## src/sv/erot_fifo.sv

```systemverilog
// small register queue with a combinational head
`default_nettype none
module erot_fifo #(
	parameter int WIDTH = 8,
	parameter int DEPTH = 4
) (
	input  wire logic             clk,
	input  wire logic             arst_n,
	input  wire logic             push,
	input  wire logic [WIDTH-1:0] wdata,
	input  wire logic             pop,
	output logic      [WIDTH-1:0] rdata,
	output logic                  empty
);
	localparam int PW = (DEPTH > 1) ? $clog2(DEPTH) : 1;
	localparam int NW = $clog2(DEPTH + 1);
	localparam logic [PW-1:0] LAST = PW'(DEPTH - 1);

	logic [WIDTH-1:0] mem_q [DEPTH];
	logic [PW-1:0] wr_q, rd_q;
	logic [NW-1:0] cnt_q;

	always_ff @(posedge clk) begin
		if (push) begin
			mem_q[wr_q] <= wdata;
		end
	end

	always_ff @(posedge clk or negedge arst_n) begin
		if (!arst_n) begin
			wr_q  <= '0;
			rd_q  <= '0;
			cnt_q <= '0;
		end else begin
			if (push) begin
				wr_q <= (wr_q == LAST) ? '0 : wr_q + 1'b1;
			end
			if (pop) begin
				rd_q <= (rd_q == LAST) ? '0 : rd_q + 1'b1;
			end
			cnt_q <= cnt_q + NW'(push) - NW'(pop);
		end
	end

	assign rdata = mem_q[rd_q];
	assign empty = (cnt_q == '0);
endmodule
`default_nettype wire

```

## config.mk

```make
export PLATFORM = sky130hd
export DESIGN_NAME = erot_fifo
export DESIGN_NICKNAME = d
export VERILOG_FILES = /design/src/sv/erot_fifo.sv
export SDC_FILE = /design/constraint.sdc
export NUM_CORES = 1
export LEC_CHECK = 0
export BUFFER_PORTS_ARGS = -buffer_cell sky130_fd_sc_hd__clkbuf_2
export CAP_MARGIN = 30
export CORE_MARGIN = 5
export CORE_UTILIZATION = 58
export CTS_BUF_LIST = sky130_fd_sc_hd__clkbuf_4 sky130_fd_sc_hd__clkbuf_8
export CTS_CLUSTER_SIZE = 30
export DETAILED_ROUTE_END_ITERATION = 7
export PLACE_DENSITY = 0.8
export SLEW_MARGIN = 20
export SYNTH_ARGS = -nofsm -noshare
export SYNTH_HDL_FRONTEND = slang
export SYNTH_SLANG_ARGS = --single-unit
```

## constraint.sdc

```tcl
create_clock -name clk -period 1.8 [get_ports clk]
set_input_delay 0.36 -clock clk [delete_from_list [all_inputs] [get_ports clk]]
set_output_delay 0.36 -clock clk [all_outputs]
set_load 0.05 [all_outputs]
```

==> results by group <==
Run status
  • Status: complete, but fails checks
  • Failing checks: setup timing

Place
  • Gp weighted congestion: 0.731
  • Pre-CTS setup slack: 6.98 ps
  • DP Wirelength: 1800 um
  • # port buffers: 20

Timing
  • Final Cycle Share: 108%
  • Worst-Margin Slew: 438 ps
  • Fin crit period: 1940 ps
  • Final setup margin: -136 ps
  • Max Slew Vio Count: 0
  • Slew margin rel.: 70.8%
  • Final TNS setup: -945 ps
  • Final-report hold violation count: 0
  • Final setup viols: 8
  • RSZ-0062 raised after global routing: yes
  • Clk_skew: 15.7 ps
  • FMAX: 517 MHz

Detailed routing
  • Via count: 748
  • Routed Antenna Nets: 0
  • Routed vias/inst: 5.46
  • Final wirelength: 2490 um
  • DR pass1 iterations: 4
  • Drc violations: 0
  • Wire length per cell: 18.2 um
  • Iter 0 DRT Violations: 36

Power and ir drop
  • Clock share of power: 16.4%
  • Sw power: 1270 uW
  • Leakage: 0.000733 uW
  • Power Dens Cells: 1830 nW/um2
  • Switching Share: 36.5%
  • Maximum VDD drop: 0.00162 V
  • Comb power frac: 45.2%
  • Reg power frac: 38.3%
  • Power Total: 3470 uW
  • P_int: 2200 uW

Clock network
  • Root Buffer Master: clkbuf_4
  • Inserted Clock Buffers: 5
  • Worst-Skew Late Latency: 340 ps
  • Clock Path Buffers: 2
  • CTS clock-pin slew for the worst setup and hold paths: 120 ps
  • Depth of the CTS H-tree: 2
  • Sink Count: 39
  • CTS tree: built

Yosys
  • Post-synth top cells: edfxtp_1 (32), mux4_2 (8), dfrtp_1 (7), ha_1 (7), inv_1 (6)
  • Net Count, Synth: 97
  • EDFF count, synth: 32
  • Post-Syn Instances: 77
  • Synthesis-stage register bit count: 39
  • Synth cell types: 16
  • Cell type with the largest total area after synthesis: edfxtp_1
  • Most used DFF post-synth: edfxtp_1
  • Ys async rst share: 17.9%
  • Post-Synthesis Cell Area: 1560 um2
  • Most frequent cell after synthesis: edfxtp_1
  • Sequential share of the synthesized area: 72.9%
  • Synth warnings: 0
  • Avg Cell Area, Syn: 20.2 um2
  • Area share of the largest cell type after synthesis: 61.6%
  • Main area contributors after synthesis: edfxtp_1 (62%), mux4_2 (12%), dfrtp_1 (11%)

Floorplanning
  • Row cnt: 18
  • Starting density of the core: 61.8%
  • Die width: 61.8 um
  • Number of I/O pins: 21
  • DIE HEIGHT: 61.8 um
  • CORE AREA: 2520 um2
  • Die area: 3820 um2

Finish
  • Share of cells above drive strength 1: 41.1%
  • N_diodes: 0
  • Layout area overhead: 21.7%
  • # fillers: 149
  • # nets final: 126

Hold path
  • Tightest Hold Check Type: in2reg

Global route
  • GRT Total Usage: 16.4%
  • Largest net degree at the start of global routing: 14
  • Initial antenna violation count: 0
  • Global-route wire length before repair: 4000 um
  • Vias in the first global route: 812
  • Grt ovf: 0

Critical path
  • Data arrival time of the critical path: 1580 ps
  • Cell Chain, Critical Path: buf_6 > mux4_2 > buf_8
  • Largest stage delay on the critical path: 530 ps
  • Family with the most delay on the worst path: multiplexers
  • Crit path buf inv count: 2
  • WS Path Type: reg2out
  • Worst endpoint required time: 1440 ps
  • Crit path max-delay cell type: mux4_2
  • Crit start category: register
  • Crit. End Element: output port
  • Critical path peak fanout: 5

Job
  • Max cap viols: 0
[layer usage]
metal  GRT usage [%]  routed length (um)
met5               0                   0
met4            7.58                  53
met3            5.99                 129
met2            26.8                1350
met1            19.4                 963
[registers in the layout, indices dropped and copies added, names as in the netlist]
name   count
mem_q     32
cnt_q      3
rd_q       2
wr_q       2
[power by group through the flow]
| stage | clock network (uW) | registers (uW) | logic (uW) |
|---|---|---|---|
| after CTS | 589 | 1330 | 1480 |
| after detailed placement | 0 | 1350 | 1260 |
| after global placement | 0 | 1320 | 1210 |
| after floorplan | 0 | 1280 | 1030 |
| after global routing | 637 | 1360 | 1670 |
| final | 569 | 1330 | 1570 |
[worst reg2reg max path: cells and delay by family, from the launching register on]
family	cells	cell delay [ps]
XOR/XNOR	2	270
buffers and inverters	3	170
adder cells (fa/ha/maj)	3	750
flip-flops	1	380
[area by class of cell]
class                   count  area (um2)  share of cell area, %
clock buffers               5        37.5                   1.98
clock inverters             3        43.8                   2.31
inverters                   6        22.5                   1.19
multi-input cells          30         399                   21.0
flip-flops and latches     39        1140                   59.9
well taps                  30        37.5                   1.98
repair buffers             24         220                   11.6
[metrics by stage]
step / utilization (%) / cells / hold WS, ps / cell area, um2
2_1_floorplan: - / 77 / 64.4 / 1560
3_3_place_gp: 67.4 / 127 / 202 / 1700
3_5_place_dp: 67.4 / 127 / 207 / 1700
4_1_cts: 74.3 / 137 / 209 / 1870
5_1_grt: 75.2 / 137 / 192 / 1900
6_report: 75.2 / 137 / 229 / 1900
[path summary, 6_finish.rpt]
check	from	endpoint	slack, ps	depth (start not counted)
hold / removal	wdata[7]	mem_q[3][7]	230	1
min in group asynchronous	arst_n	cnt_q[0]	380	2
max in group asynchronous	arst_n	rd_q[0]	1240	2
setup / recovery	rd_q[0]	rdata[7]	-140	3
setup reg to reg	cnt_q[0]	cnt_q[2]	130	8
hold reg to reg	cnt_q[1]	cnt_q[2]	570	1
[kinds of logic after synthesis]
logic type	after synthesis	synth area share, %
xor+xnor	2	1.12
mux	10	13.0
simple gates	8	2.97
flops	39	72.9
buf+inv	8	2.49
compound gates	2	0.642
fa+ha+maj	8	6.90
[timing repair]
item,4_1_cts,5_1_grt
pin swaps,0,0
hold buffers,1,0
buffers inserted,1,0
gates resized for setup,17,11
endpoints found under the hold margin,7,0
endpoints found under the setup margin,8,9
[cell usage in the layout (no fill, tap or decap), types with 2 or more instances in the layout]
cell      netlist  final
dfrtp_1         7      7
and2_1          4      4
clkbuf_2        0     12
buf_8           0      8
buf_6           1      2
ha_1            7      7
inv_1           6      6
clkbuf_4        0      5
mux4_2          8      8
mux2_2          2      2
edfxtp_1       32     32
o21ai_0         2      2
Power figures use the tool's default switching activity.
